[src/hdl/clpf_pkg.sv]
package clpf_pkg;

  localparam int CLPF_CELL_COLUMNS = 16;
  localparam int CLPF_CELL_ROWS    = 2;
  localparam int CLPF_GLYPH_SLOTS  = 8;

  localparam int CELL_W  = 5;
  localparam int CELL_H  = 8;
  localparam int GLYPH_W = CELL_W * CELL_H;

  typedef logic [GLYPH_W-1:0] glyph_t;

  typedef enum logic [2:0] {
    FN_DOT   = 3'd0,
    FN_HRUN  = 3'd1,
    FN_VRUN  = 3'd2,
    FN_CLEAR = 3'd3,
    FN_DRAW  = 3'd4
  } func_e;

  typedef enum logic {
    KIND_CLEAR = 1'b0,
    KIND_GLYPH = 1'b1
  } kind_e;

  typedef enum logic [2:0] {
    ST_IDLE,
    ST_WALK,
    ST_CLEAR,
    ST_CLR_OUT,
    ST_DRAW,
    ST_FLUSH
  } state_e;

  // start of a dot or run walk
  typedef struct packed {
    logic       vert;
    logic [7:0] x_pos;
    logic [7:0] y_pos;
    logic [7:0] run_length;
  } walk_cmd_t;

  typedef struct packed {
    logic busy;
    logic final_px;
  } walk_sts_t;

  // x / 5 for 0..255 via reciprocal multiply
  function automatic logic [5:0] div5(input logic [7:0] x);
    logic [15:0] p;
    p = {8'd0, x} * 16'd205;
    return p[15:10];
  endfunction

  // one-hot pixel bit inside a cell, leftmost pixel is the row msb
  function automatic glyph_t pixel_bit(input logic [2:0] ix, input logic [2:0] iy);
    logic [5:0] sh;
    sh = {3'b000, 3'd4 - ix} + {3'b000, iy} * 6'd5;
    return glyph_t'(1) << sh;
  endfunction

endpackage

[src/hdl/clpf_ram.sv]
module clpf_ram #(
  parameter int WIDTH = 40,
  parameter int DEPTH = 32,
  localparam int AW = (DEPTH > 1) ? $clog2(DEPTH) : 1
) (
  input  logic             clk,
  input  logic             we,
  input  logic [AW-1:0]    waddr,
  input  logic [WIDTH-1:0] wdata,
  input  logic             re,
  input  logic [AW-1:0]    raddr,
  output logic [WIDTH-1:0] rdata
);

  logic [WIDTH-1:0] mem [DEPTH];

  always_ff @(posedge clk) begin
    if (we) begin
      mem[waddr] <= wdata;
    end
    if (re) begin
      rdata <= mem[raddr];
    end
  end

endmodule

[src/hdl/clpf_walk.sv]
module clpf_walk
  import clpf_pkg::*;
#(
  parameter int CELL_COLUMNS = CLPF_CELL_COLUMNS,
  parameter int CELL_ROWS    = CLPF_CELL_ROWS,
  localparam int CELL_COUNT  = CELL_COLUMNS * CELL_ROWS,
  localparam int AW          = (CELL_COUNT > 1) ? $clog2(CELL_COUNT) : 1
) (
  input  logic            clk,
  input  logic            rst,
  input  logic            start,
  input  walk_cmd_t       cmd,
  output walk_sts_t       sts,
  output logic            req,
  output logic [AW-1:0]   addr,
  output glyph_t          mask
);

  localparam int CW = (CELL_COLUMNS > 1) ? $clog2(CELL_COLUMNS) : 1;
  localparam int RW = (CELL_ROWS > 1) ? $clog2(CELL_ROWS) : 1;
  localparam logic signed [9:0] PIX_W = 10'(CELL_COLUMNS * CELL_W);
  localparam logic signed [9:0] PIX_H = 10'(CELL_ROWS * CELL_H);

  logic [7:0]        count;
  logic              vert;
  logic signed [9:0] px;
  logic signed [9:0] py;
  logic [CW-1:0]     cx;
  logic [2:0]        ix;

  logic [5:0]        q5;
  logic [7:0]        r5;
  logic              in_range;
  logic [RW-1:0]     cy;

  assign q5 = div5(cmd.x_pos);
  assign r5 = cmd.x_pos - {2'b00, q5} * 8'd5;

  assign in_range = !px[9] && (px < PIX_W) && !py[9] && (py < PIX_H);
  assign cy       = py[RW+2:3];

  assign sts.busy     = (count != 8'd0);
  assign sts.final_px = (count == 8'd1);
  assign req          = sts.busy && in_range;
  assign addr         = AW'(cy * CELL_COLUMNS + cx);
  assign mask         = pixel_bit(ix, py[2:0]);

  always_ff @(posedge clk) begin
    if (rst) begin
      count <= 8'd0;
    end else if (start) begin
      count <= cmd.run_length;
    end else if (sts.busy) begin
      count <= count - 8'd1;
    end
  end

  // cell column tracked incrementally; stays at zero while x is negative
  always_ff @(posedge clk) begin
    if (start) begin
      vert <= cmd.vert;
      px   <= {{2{cmd.x_pos[7]}}, cmd.x_pos};
      py   <= {{2{cmd.y_pos[7]}}, cmd.y_pos};
      if (cmd.x_pos[7]) begin
        cx <= '0;
        ix <= 3'd0;
      end else begin
        cx <= CW'(q5);
        ix <= r5[2:0];
      end
    end else if (sts.busy) begin
      if (vert) begin
        py <= py + 10'sd1;
      end else begin
        px <= px + 10'sd1;
        if (!px[9]) begin
          if (ix == 3'd4) begin
            ix <= 3'd0;
            cx <= cx + CW'(1);
          end else begin
            ix <= ix + 3'd1;
          end
        end
      end
    end
  end

endmodule

[src/hdl/clpf_rmw.sv]
module clpf_rmw
  import clpf_pkg::*;
#(
  parameter int DEPTH = 32,
  localparam int AW = (DEPTH > 1) ? $clog2(DEPTH) : 1
) (
  input  logic          clk,
  input  logic          rst,
  input  logic          req,
  input  logic [AW-1:0] req_addr,
  input  glyph_t        req_mask,
  input  logic          clr_we,
  input  logic [AW-1:0] clr_addr,
  input  glyph_t        rd_data,
  output logic          we,
  output logic [AW-1:0] waddr,
  output glyph_t        wdata
);

  logic          s2_valid;
  logic [AW-1:0] s2_addr;
  glyph_t        s2_mask;
  logic          fwd_valid;
  logic [AW-1:0] fwd_addr;
  glyph_t        fwd_data;
  glyph_t        merged;

  // the ram reads old data when the previous cycle wrote the same cell
  assign merged = (fwd_valid && (fwd_addr == s2_addr)) ? fwd_data : rd_data;

  assign we    = s2_valid || clr_we;
  assign waddr = s2_valid ? s2_addr : clr_addr;
  assign wdata = s2_valid ? (merged | s2_mask) : '0;

  always_ff @(posedge clk) begin
    if (rst) begin
      s2_valid  <= 1'b0;
      fwd_valid <= 1'b0;
    end else begin
      s2_valid  <= req;
      fwd_valid <= we;
    end
  end

  always_ff @(posedge clk) begin
    s2_addr  <= req_addr;
    s2_mask  <= req_mask;
    fwd_addr <= waddr;
    fwd_data <= wdata;
  end

endmodule

[src/hdl/char_lcd_pixel_framebuffer_top.sv]
// Pixel back-buffer for a character display of CELL_COLUMNS x CELL_ROWS cells of 5x8 pixels.
// Items come in on the s_ stream (tuser = operation, tdata = x, y, run length); results leave
// on the m_ stream (tuser = kind, tlast = final beat of the item). All cells live in one
// single-port-write, registered-read ram, updated by read-modify-write with a forward of the
// last write for back-to-back hits on the same cell. Items are handled one at a time: a dot or
// run does one ram read and write per pixel that falls on the display, a clear does one zero
// write per cell and then sends the clear beat, and a draw reads the cells row by row, one per
// cycle while the output does not stall, and stops early once all glyph slots are taken. After
// reset the block runs a clearing pass over all cells before it takes any item.
module char_lcd_pixel_framebuffer_top
  import clpf_pkg::*;
#(
  parameter int CELL_COLUMNS = CLPF_CELL_COLUMNS,
  parameter int CELL_ROWS    = CLPF_CELL_ROWS,
  parameter int GLYPH_SLOTS  = CLPF_GLYPH_SLOTS
) (
  input  logic        clk,
  input  logic        rst,
  input  logic        s_tvalid,
  output logic        s_tready,
  input  logic [23:0] s_tdata,   // x_pos[7:0], y_pos[15:8], run_length[23:16]
  input  logic [2:0]  s_tuser,   // func[2:0]
  output logic        m_tvalid,
  input  logic        m_tready,
  output logic [47:0] m_tdata,   // slot[2:0], cell_col[6:3], cell_row[7], glyph[47:8]
  output logic        m_tuser,   // kind[0]
  output logic        m_tlast
);

  localparam int CELL_COUNT = CELL_COLUMNS * CELL_ROWS;
  localparam int AW = (CELL_COUNT > 1) ? $clog2(CELL_COUNT) : 1;
  localparam int CW = (CELL_COLUMNS > 1) ? $clog2(CELL_COLUMNS) : 1;
  localparam int RW = (CELL_ROWS > 1) ? $clog2(CELL_ROWS) : 1;
  localparam int SW = $clog2(GLYPH_SLOTS + 1);

  state_e state, state_next;

  // input beat
  func_e      func;
  logic       accept;
  walk_cmd_t  walk_cmd;
  logic       walk_start;
  walk_sts_t  walk_sts;
  logic       walk_req;
  logic [AW-1:0] walk_addr;
  glyph_t     walk_mask;

  // ram ports
  logic          ram_we;
  logic [AW-1:0] ram_waddr;
  glyph_t        ram_wdata;
  logic          ram_re;
  logic [AW-1:0] ram_raddr;
  glyph_t        ram_rdata;

  // clearing pass
  logic [AW-1:0] clr_addr;
  logic          clr_emit;
  logic          clr_we;
  logic          clr_done;

  // draw scan
  logic [CW-1:0] scan_col;
  logic [RW-1:0] scan_row;
  logic [AW-1:0] scan_addr;
  logic          scan_left;
  logic          scan_issue;
  logic [SW-1:0] found;
  logic          slots_full;
  logic          d2_valid;
  logic [CW-1:0] d2_col;
  logic [RW-1:0] d2_row;
  logic          take;
  logic          stall;

  // glyph held back until we know whether it is the last one
  logic          pend_valid;
  logic [2:0]    pend_slot;
  logic [3:0]    pend_col;
  logic          pend_row;
  glyph_t        pend_glyph;

  // output register
  logic          out_free;
  logic          load_push;
  logic          load_flush;
  logic          load_clear;
  logic          out_kind;
  logic [2:0]    out_slot;
  logic [3:0]    out_col;
  logic          out_row;
  glyph_t        out_glyph;
  logic          out_last;

  assign func     = func_e'(s_tuser);
  assign s_tready = (state == ST_IDLE);
  assign accept   = s_tvalid && s_tready;

  // a dot is a run of one pixel
  assign walk_cmd.vert       = (func == FN_VRUN);
  assign walk_cmd.x_pos      = s_tdata[7:0];
  assign walk_cmd.y_pos      = s_tdata[15:8];
  assign walk_cmd.run_length = (func == FN_DOT) ? 8'd1 : s_tdata[23:16];
  assign walk_start = accept && ((func == FN_DOT) || (func == FN_HRUN) || (func == FN_VRUN));

  clpf_walk #(
    .CELL_COLUMNS (CELL_COLUMNS),
    .CELL_ROWS    (CELL_ROWS)
  ) u_walk (
    .clk   (clk),
    .rst   (rst),
    .start (walk_start),
    .cmd   (walk_cmd),
    .sts   (walk_sts),
    .req   (walk_req),
    .addr  (walk_addr),
    .mask  (walk_mask)
  );

  clpf_rmw #(
    .DEPTH (CELL_COUNT)
  ) u_rmw (
    .clk      (clk),
    .rst      (rst),
    .req      (walk_req),
    .req_addr (walk_addr),
    .req_mask (walk_mask),
    .clr_we   (clr_we),
    .clr_addr (clr_addr),
    .rd_data  (ram_rdata),
    .we       (ram_we),
    .waddr    (ram_waddr),
    .wdata    (ram_wdata)
  );

  // walk and scan never run together
  assign scan_addr = AW'(scan_row * CELL_COLUMNS + scan_col);
  assign ram_re    = walk_req || scan_issue;
  assign ram_raddr = walk_req ? walk_addr : scan_addr;

  clpf_ram #(
    .WIDTH (GLYPH_W),
    .DEPTH (CELL_COUNT)
  ) u_ram (
    .clk   (clk),
    .we    (ram_we),
    .waddr (ram_waddr),
    .wdata (ram_wdata),
    .re    (ram_re),
    .raddr (ram_raddr),
    .rdata (ram_rdata)
  );

  assign clr_done   = (clr_addr == AW'(CELL_COUNT - 1));
  assign out_free   = !m_tvalid || m_tready;
  assign slots_full = (found == SW'(GLYPH_SLOTS));
  // a non-empty cell came back from the ram and there is still a slot for it
  assign take       = d2_valid && (ram_rdata != '0) && !slots_full;
  // the held glyph has to move out first; ram data stays put while stalled
  assign stall      = take && pend_valid && !out_free;

  always_ff @(posedge clk) begin
    if (rst) begin
      state <= ST_CLEAR;
    end else begin
      state <= state_next;
    end
  end

  always_comb begin
    state_next = state;
    clr_we     = 1'b0;
    scan_issue = 1'b0;
    load_push  = 1'b0;
    load_flush = 1'b0;
    load_clear = 1'b0;
    unique case (state)
      ST_IDLE: begin
        if (accept) begin
          unique case (func) inside
            FN_DOT, FN_HRUN, FN_VRUN: state_next = ST_WALK;
            FN_CLEAR:                 state_next = ST_CLEAR;
            FN_DRAW:                  state_next = ST_DRAW;
            default:                  state_next = ST_IDLE;
          endcase
        end
      end
      ST_WALK: begin
        if (!walk_sts.busy || walk_sts.final_px) begin
          state_next = ST_IDLE;
        end
      end
      ST_CLEAR: begin
        clr_we = 1'b1;
        if (clr_done) begin
          state_next = clr_emit ? ST_CLR_OUT : ST_IDLE;
        end
      end
      ST_CLR_OUT: begin
        if (out_free) begin
          load_clear = 1'b1;
          state_next = ST_IDLE;
        end
      end
      ST_DRAW: begin
        scan_issue = scan_left && !slots_full && !stall;
        load_push  = take && pend_valid && out_free;
        if ((!scan_left || slots_full) && !d2_valid) begin
          state_next = ST_FLUSH;
        end
      end
      ST_FLUSH: begin
        if (!pend_valid) begin
          state_next = ST_IDLE;
        end else if (out_free) begin
          load_flush = 1'b1;
          state_next = ST_IDLE;
        end
      end
      default: state_next = ST_IDLE;
    endcase
  end

  // clearing pass: once after reset, and for every clear item
  always_ff @(posedge clk) begin
    if (rst) begin
      clr_addr <= '0;
      clr_emit <= 1'b0;
    end else if (accept && (func == FN_CLEAR)) begin
      clr_addr <= '0;
      clr_emit <= 1'b1;
    end else if (clr_we && !clr_done) begin
      clr_addr <= clr_addr + AW'(1);
    end
  end

  // draw scan, one cell read per cycle while not stalled, row by row
  always_ff @(posedge clk) begin
    if (rst) begin
      scan_left  <= 1'b0;
      d2_valid   <= 1'b0;
      pend_valid <= 1'b0;
      found      <= '0;
    end else if (accept && (func == FN_DRAW)) begin
      scan_left  <= 1'b1;
      d2_valid   <= 1'b0;
      pend_valid <= 1'b0;
      found      <= '0;
    end else if (state == ST_DRAW) begin
      if (!stall) begin
        d2_valid <= scan_issue;
        if (scan_issue && (scan_col == CW'(CELL_COLUMNS - 1)) &&
            (scan_row == RW'(CELL_ROWS - 1))) begin
          scan_left <= 1'b0;
        end
        if (take) begin
          pend_valid <= 1'b1;
          found      <= found + SW'(1);
        end
      end
    end else if (load_flush) begin
      pend_valid <= 1'b0;
    end
  end

  always_ff @(posedge clk) begin
    if (accept && (func == FN_DRAW)) begin
      scan_col <= '0;
      scan_row <= '0;
    end else if (scan_issue) begin
      if (scan_col == CW'(CELL_COLUMNS - 1)) begin
        scan_col <= '0;
        scan_row <= scan_row + RW'(1);
      end else begin
        scan_col <= scan_col + CW'(1);
      end
    end
    if ((state == ST_DRAW) && !stall) begin
      d2_col <= scan_col;
      d2_row <= scan_row;
    end
    if ((state == ST_DRAW) && take && !stall) begin
      pend_slot  <= 3'(found);
      pend_col   <= 4'(d2_col);
      pend_row   <= 1'(d2_row);
      pend_glyph <= ram_rdata;
    end
  end

  // output register
  always_ff @(posedge clk) begin
    if (rst) begin
      m_tvalid <= 1'b0;
    end else if (load_push || load_flush || load_clear) begin
      m_tvalid <= 1'b1;
    end else if (m_tready) begin
      m_tvalid <= 1'b0;
    end
  end

  always_ff @(posedge clk) begin
    if (load_push || load_flush) begin
      out_kind  <= KIND_GLYPH;
      out_slot  <= pend_slot;
      out_col   <= pend_col;
      out_row   <= pend_row;
      out_glyph <= pend_glyph;
      out_last  <= load_flush;
    end else if (load_clear) begin
      out_kind  <= KIND_CLEAR;
      out_slot  <= 3'd0;
      out_col   <= 4'd0;
      out_row   <= 1'b0;
      out_glyph <= '0;
      out_last  <= 1'b1;
    end
  end

  assign m_tdata = {out_glyph, out_row, out_col, out_slot};
  assign m_tuser = out_kind;
  assign m_tlast = out_last;

endmodule

[config.mk]
export PLATFORM = sky130hd
export DESIGN_NAME = char_lcd_pixel_framebuffer_top
export DESIGN_NICKNAME = d
export VERILOG_FILES = /design/src/hdl/clpf_pkg.sv /design/src/hdl/clpf_ram.sv /design/src/hdl/clpf_walk.sv /design/src/hdl/clpf_rmw.sv /design/src/hdl/char_lcd_pixel_framebuffer_top.sv
export SDC_FILE = /design/constraint.sdc
export NUM_CORES = 2
export LEC_CHECK = 0
export ABC_AREA = 0
export BUFFER_PORTS_ARGS = -buffer_cell sky130_fd_sc_hd__buf_2
export CAP_MARGIN = 30
export CORE_UTILIZATION = 47
export CTS_CLUSTER_DIAMETER = 30
export DETAILED_ROUTE_END_ITERATION = 10
export PLACE_DENSITY_LB_ADDON = 0.1
export SETUP_SLACK_MARGIN = 0.15
export SLEW_MARGIN = 5
export SYNTH_ARGS = -nofsm -noshare
export SYNTH_HDL_FRONTEND = slang
export SYNTH_SLANG_ARGS = --single-unit
[constraint.sdc]
create_clock -name clk -period 5.1 [get_ports clk]
set_input_delay 0.51 -clock clk [delete_from_list [all_inputs] [get_ports clk]]
set_output_delay 0.51 -clock clk [all_outputs]
set_load 0.01 [all_outputs]
=== After elaboration in Yosys (flattened, before gate mapping) ===
Memory sizes are Yosys's and may differ from the RTL's. A register that Yosys moved wholly into a read port is not among the register bits.
Index checks and enable logic that the tools add are counted.
W data, S select, Z words.

* ROM bits: 0
* Bits in latches: 0
* Bits of input ports: 31
* Bits in writable memories: 1280
* Register bits after elaboration: 253
* Memories kept: 1

{| class="wikitable"
|+ Memories
! memory !! words !! bits a word !! read ports !! clocked after Yosys merged registers in !! write ports !! line !! RTL
|-
| u_ram.mem || 32 || 40 || 1 || 1 || 1 || clpf_ram.sv:15 || <nowiki>logic [WIDTH-1:0] mem [DEPTH];</nowiki>
|}

* Muxes and demuxes: 64
* Bitwise gates (word level): 2
* $mul: 3
* $lt $le $gt $ge: 2
* Equality and inequality tests: 24
* Div/mod/pow operators: 0
* Reduce and logical (&&, ||, !) cells: 67
* $add $sub $neg: 14
* Shift operators: 1

{| class="wikitable"
|+ Operators with widths
! kind !! number
|-
| $mux W40 || 4
|-
| $mux W10 || 6
|-
| $mux W3 || 14
|-
| $or A40 B40 Y40 || 1
|-
| $reduce_bool A40 Y1 || 1
|-
| $shl A1 B6 Y40 const A || 1
|-
| $mux W4 || 9
|-
| $mux W8 || 3
|-
| $logic_and A1 B1 Y1 || 23
|-
| $mux W1 || 23
|-
| $add A10 B2 Y10 const B || 2
|-
| $pmux W3 S6 || 1
|-
| $mul A8 B8 Y16 const B || 1
|-
| $reduce_bool A2 Y1 || 8
|-
| $add A4 B1 Y4 const B || 3
|-
| $eq A3 B2 Y1 const B || 4
|-
| $eq A3 B3 Y1 const B || 4
|-
| $reduce_and A3 Y1 || 4
|-
| $add A5 B4 Y5 || 2
|-
| $logic_not A1 Y1 || 10
|-
| $lt A10 B6 Y1 const B || 1
|-
| $lt A10 B8 Y1 const B || 1
|-
| $mux W5 || 2
|-
| $ne A2 B2 Y1 const B || 5
|-
| 25 further kinds || 44
|}

=== Depth between registers and ports, before layout ===
* Word-level depth: 14
* Depth in mapped cells: 19
* Mapped depth without buffers: 19

=== By module ===
A second synthesis with hierarchy kept.

* Cell total of the unflattened synthesis: 3781
* Area, all modules: 62251.0 µm²

{| class="wikitable"
|+ Modules (own cells, without submodules)
! module !! times used !! seq. area each (µm²) !! cells an instance !! area an instance (µm²)
|-
| clpf_ram || 1 || 39638.0 || 2813 || 50965.1
|-
| char_lcd_pixel_framebuffer_top || 1 || 3523.4 || 335 || 4948.5
|-
| clpf_walk || 1 || 1001.0 || 387 || 3504.6
|-
| clpf_rmw || 1 || 1841.8 || 246 || 2832.7
|}

=== Least setup slack after synthesis ===
OpenSTA, ideal clock, no wires.

* Path type: register to register
* From: register found[0]
* To: register found[3]
* Stages on the path, launching flop included: 9
* Arrival time: 5.412 ns
* Path buffers: 0
* Setup slack: -0.433 ns
* Required time: 4.979 ns
* Clock period less this slack: 5.533 ns
* Cells stage by stage: dfxtp_1 -> inv_1 -> ha_1 -> nand3b_1 -> o311ai_1 -> nor3b_1 -> nand4_1 -> xor2_1 -> nor2_1

* Longest elaborated chain between the ends: 7
* Elaborated cells between the ends (all ways): 8
* Those cells by class: 1 x add/sub; 1 x eq/ne; 1 x bitwise; 5 x reduce/logical

{| class="wikitable"
|+ RTL lines
! item !! line !! RTL
|-
| start: declaration || char_lcd_pixel_framebuffer_top.sv:68 || <nowiki>logic [SW-1:0] found;</nowiki>
|-
| start signal: assignment || char_lcd_pixel_framebuffer_top.sv:258 || <nowiki>found <= found + SW'(1);</nowiki>
|-
| $eq A4 B4 Y1 || char_lcd_pixel_framebuffer_top.sv:156 || <nowiki>assign slots_full = (found == SW'(GLYPH_SLOTS));</nowiki>
|-
| $logic_not A1 Y1 || char_lcd_pixel_framebuffer_top.sv:158 || <nowiki>assign take = d2_valid && (ram_rdata != '0) && !slots_full;</nowiki>
|-
| $logic_and A1 B1 Y1 || char_lcd_pixel_framebuffer_top.sv:158 ||
|-
| $logic_and A1 B1 Y1 (2 in a row) || char_lcd_pixel_framebuffer_top.sv:160 || <nowiki>assign stall = take && pend_valid && !out_free;</nowiki>
|-
| $not A1 Y1 (no line) || n/a ||
|-
| $reduce_and A3 Y1 (no line) || n/a ||
|}

Parallel ways exist; a longest one is shown, timed or not.
A chain may end at the register's enable or synchronous reset.

=== Worst setup path in the final report ===
* From: input s_tdata[3]
* To: register u_walk.ix[2] (data pin)

* Longest elaborated chain between the ends: 5

{| class="wikitable"
|+ RTL lines
! item !! line !! RTL
|-
| start: declaration || char_lcd_pixel_framebuffer_top.sv:21 || <nowiki>input logic [23:0] s_tdata,</nowiki>
|-
| $mul A8 B8 Y16 || clpf_pkg.sv:51 || <nowiki>p = {8'd0, x} * 16'd205;</nowiki>
|-
| $mul A6 B3 Y3 || clpf_walk.sv:37 || <nowiki>assign r5 = cmd.x_pos - {2'b00, q5} * 8'd5;</nowiki>
|-
| $sub A3 B3 Y3 || clpf_walk.sv:37 ||
|-
| $mux W3 || clpf_walk.sv:64 || <nowiki>if (cmd.x_pos[7]) begin</nowiki>
|-
| $mux W3 || clpf_walk.sv:60 || <nowiki>if (start) begin</nowiki>
|-
| end signal: assignment || clpf_walk.sv:69 || <nowiki>ix <= r5[2:0];</nowiki>
|-
| end signal: assignment || clpf_walk.sv:81 || <nowiki>ix <= ix + 3'd1;</nowiki>
|-
| end: declaration || clpf_walk.sv:29 || <nowiki>logic [2:0] ix;</nowiki>
|}

No other way between the ends.

==> summary by stage <==
Run status
The flow ran to the end, and the final reports show no timing, DRC or antenna violations.

Setup path
The largest single stage delay on the critical path is 0.53 ns. Data on the critical path is required at its endpoint by around 5.7 ns. The worst setup path is captured at a flip-flop. Counting stages on the worst path, the most repeated cell is sky130_fd_sc_hd__ha_1.

In this design, the largest share of critical-path delay is due to adder cells. Data arrives at the worst endpoint at 5.17 ns. The highest fanout seen on the critical path is 4. The type of the setup path with the least slack is in -> reg. For this design, the slowest cell found on the critical path is sky130_fd_sc_hd__dlygate4sd3_1.

Walking the worst path, the cells encountered are dlygate4sd3_1, buf_2, ha_1, ha_1, ha_1, inv_1, fa_1, inv_1, ha_1, nand4_1, o21a_1, o21ai_0, a21oi_1, xnor2_1, a21oi_1, fa_1, xnor2_1, xnor3_1, xnor2_1, o32ai_1. The kind of start point of the critical path is an input pin. The buffer and inverter count on the worst path is 4.

Floorplan
The floorplan has 135 rows. In this run the count of I/O pins placed on the die edge is 83. The die covers 138100 sq um. The height of the die is 371.6 um. Once the floorplan was initialized, standard cells occupied 47.40% of the core.

The die is 371.6 um wide. The core area is 135500 sq um.

GRT
For this run the aggregate overflow at the end of global routing stands at 0. The wire length of the first global-routing pass is a little under 300000 um. The total track usage is 29.14%. The initial antenna violation count is 6. The via count of the first global-routing pass was 42730. Entering global routing, the biggest net connects 130 pins.

Synthesis
A synthesized cell averages between 10 and 15 sq um. The count of cell types in the netlist is between 60 and 70. After synthesis the cells add up to 64220 sq um.

Yosys printed 0 warnings. In the synthesized netlist the async set-or-reset flop fraction comes to 0%. In the synthesized netlist, the number of instances is 4787.

The synthesized design contains about 1600 register bits. The net count of the mapped netlist is 4888. After synthesis, flip-flops and latches occupy 71.64% of the total area.

The largest total area in the synthesized netlist belongs to sky130_fd_sc_hd__edfxtp_1. In this run the biggest area consumer among cell types represents between 60% and 70% of the synthesized area. The synthesized design contains 1450 enable-type register cells. Sorting the synthesized cells by area gives the leading types as sky130_fd_sc_hd__edfxtp_1, sky130_fd_sc_hd__nand3_1, sky130_fd_sc_hd__o21ai_0. Among all flip-flop cells after synthesis, the most frequent one is sky130_fd_sc_hd__edfxtp_1.

CTS
The number of setup buffers added after CTS is 0. Clock tree synthesis inserted a total of 359 buffers. In this run the deepest clock path goes through 4 buffers. The post-cts gate resize count is 0. The number of sinks on the clock net is 1573. The number of H-tree levels is 5. The CTS root buffer is sky130_fd_sc_hd__clkbuf_16. The clock reaches the later pin of the worst-skew pair after roughly 0.94 ns. The TritonCTS clock tree is built.

The clock-pin slew reported for the worst setup and hold paths after clock tree synthesis is 0.04 ns.

Routing
In this run, the number of DRC markers left after iteration 0 of detailed routing was 5695. Dividing the detail-routed wire length by the instance count gives 28.56 um. In the routed layout, each cell is associated on average with a via count of 6.216. The detailed-routing iteration count for the pre-antenna-repair pass is 6.

After detailed routing, the total wire length is around 200000 um. The remaining antenna violation count is 0. The routed layout has 44170 vias.

For this run, design rule violations remaining after detail routing come to 0.

Layout
The post-layout instance area is about 80000 sq um. In the layout the commonest cells are sky130_fd_sc_hd__edfxtp_1, sky130_fd_sc_hd__nand3_1, sky130_fd_sc_hd__o21ai_0, sky130_fd_sc_hd__clkbuf_16, sky130_fd_sc_hd__dfxtp_1. Counting the fill cells in the layout gives 10530. Cells fill 59.31% of the core in the end. The total area of multi-input combinational cells is 16450 sq um. The number of diodes is 0.

Cells with a size suffix above 1 make up between 10% and 20% of the layout. The final cell count without fillers is 7106. The net count of the finished layout is roughly 5100. The commonest non-fill, non-tap cell in the layout is sky130_fd_sc_hd__edfxtp_1. Summing all flip-flop and latch instances after layout gives 46010 sq um.

The area added between synthesis and finish is 25.12%.

Timing
At the pin with the least slew margin, the transition time is 1.114 ns. The achievable clock frequency is 220.6 MHz. The post-route fraction of the period consumed by the critical path is 88.89%. Setup repair after global routing left no endpoint under its margin. The smallest clock period supported by the final layout is computed as 4.533 ns. The number of pins with negative max-slew slack in the final report was 0. Final hold analysis gives a worst-case slack of approximately 0.055 ns. Setup violations remaining at the end of the flow were counted as 0. The clock skew is between 0.06 and 0.07 ns. The count of final hold-check violations is 0. The tightest slew margin relative to the limit is 25.74%.

Power
The static power due to leakage is ~26 nW. Across the VDD grid, the largest voltage drop is 0.0003099 V. Total power for the finished layout comes to 40.15 mW. The areal power density over the cells is 499.7 nW/um^2.

Placed design
Detailed placement finished with a half-perimeter wire length of 103100 um. Input and output buffers added on the ports amount to ~80. The area of placed instances is around 68000 sq um. Routability-driven placement finished with a final weighted congestion of roughly 0.81.

The number of instances in the placed design is 6418.

Job
Across the run, the number of max-cap violations was 0.

Min path
The path class of the lowest-slack min-delay path is in -> reg.
## Yosys cell counts (9+ instances only)
cell type / number
sky130_fd_sc_hd__a2111oi_2: 40
sky130_fd_sc_hd__nand3_1: 1308
sky130_fd_sc_hd__nor3_1: 13
sky130_fd_sc_hd__xnor2_1: 29
sky130_fd_sc_hd__nand2_1: 58
sky130_fd_sc_hd__and2_1: 50
sky130_fd_sc_hd__nor4_1: 12
sky130_fd_sc_hd__buf_4: 36
sky130_fd_sc_hd__nand4_1: 47
sky130_fd_sc_hd__ha_1: 57
sky130_fd_sc_hd__o21ai_1: 76
sky130_fd_sc_hd__buf_6: 13
sky130_fd_sc_hd__nor2_1: 119
sky130_fd_sc_hd__o21ai_0: 584
sky130_fd_sc_hd__inv_1: 50
sky130_fd_sc_hd__xor2_1: 25
sky130_fd_sc_hd__o21a_1: 42
sky130_fd_sc_hd__dfxtp_1: 123
sky130_fd_sc_hd__fa_1: 13
sky130_fd_sc_hd__clkbuf_1: 175
sky130_fd_sc_hd__buf_1: 15
sky130_fd_sc_hd__mux2_2: 41
sky130_fd_sc_hd__a41oi_1: 120
sky130_fd_sc_hd__nand2b_1: 9
sky130_fd_sc_hd__clkbuf_2: 12
sky130_fd_sc_hd__a21oi_1: 30
sky130_fd_sc_hd__buf_2: 151
sky130_fd_sc_hd__edfxtp_1: 1450
## metal layers
layer  up-vias  wire (um)  GRT usage, %
met3       344      18360         6.210
met1     22370      84620         41.10
met5         -          0             0
met4         0       4773         8.922
met2      2297      95220         45.25
li1      19160          -             -
## area by class of cell
cell class	instances	share of cell area (%)
clock inverter	219	3.248
multi-input combinational	2761	20.47
tap	1781	2.773
clock buffer	420	11.66
sequential	1573	57.26
inverter	51	0.2383
timing repair buffer	301	4.349
## logic make-up after synthesis
family	share of synthesized area, %
buffers and inverters	3.328
xor gates and xnor gates	0.7716
muxes	0.8281
DFF	71.64
AOI/OAI and AO/OA	8.947
adders and majority gates	1.516
and+or+nand+nor	12.97
## worst paths after layout
kind / startpoint / end / slack [ns] / cells past startpoint
setup reg to reg: u_walk.px[9]$_DFFE_PP_ / u_ram.rdata[31]$_DFFE_PP_ / 1.30 / 8
setup / recovery: s_tdata[3] / u_walk.ix[2]$_DFFE_PP_ / 0.57 / 20
hold reg to reg: d2_col[1]$_DFFE_PP_ / pend_col[1]$_DFFE_PP_ / 0.41 / 0
hold / removal: s_tdata[7] / u_walk.ix[1]$_DFFE_PP_ / 0.05 / 2
## worst reg2reg max path, stage by stage (launching register included)
cell and delay, ns:
sky130_fd_sc_hd__edfxtp_1 0.42, sky130_fd_sc_hd__nor4_2 0.33, sky130_fd_sc_hd__and4_1 0.50, sky130_fd_sc_hd__nand3_4 0.79
sky130_fd_sc_hd__buf_12 0.59, sky130_fd_sc_hd__nand3_1 0.31, sky130_fd_sc_hd__nand3_1 0.10, sky130_fd_sc_hd__a41oi_1 0.39
sky130_fd_sc_hd__a2111oi_2 0.10
## state kept, by name, indices dropped and copies added, names as in the netlist, 4 cells and up
register	flops
u_walk.count	8
u_walk.px	10
u_rmw.s2_addr	5
u_ram.mem	1280
pend_glyph	40
u_walk.cx	4
pend_col	4
clr_addr	5
u_ram.rdata	40
out_glyph	40
d2_col	4
found	4
u_rmw.fwd_addr	5
scan_col	4
u_walk.py	10
out_col	4
u_rmw.fwd_data	40
u_rmw.s2_mask	40
## what timing repair did
item	in CTS	in global routing
hold buffers	25	0
setup endpoints to repair	0	0
endpoints found under the hold margin	27	0
## where the power goes
group | internal, mW | total, mW | switching (mW)
sequential | 14.4 | 14.6 | 0.246
clock | 15.6 | 22.7 | 7.06
combinational | 0.938 | 2.82 | 1.88
total | 31.0 | 40.2 | 9.19
## per-stage QoR
| step | setup TNS (ns) | setup WS [ns] |
|---|---|---|
| finish | 0 | 0.5666 |
| global route | 0 | 0.2362 |
| CTS | 0 | 0.5657 |
| detailed placement | -0.06571 | -0.06571 |
| global placement | -0.03216 | -0.03216 |
| floorplan | 0 | 0.3122 |
(Power assumes the default switching activity.)
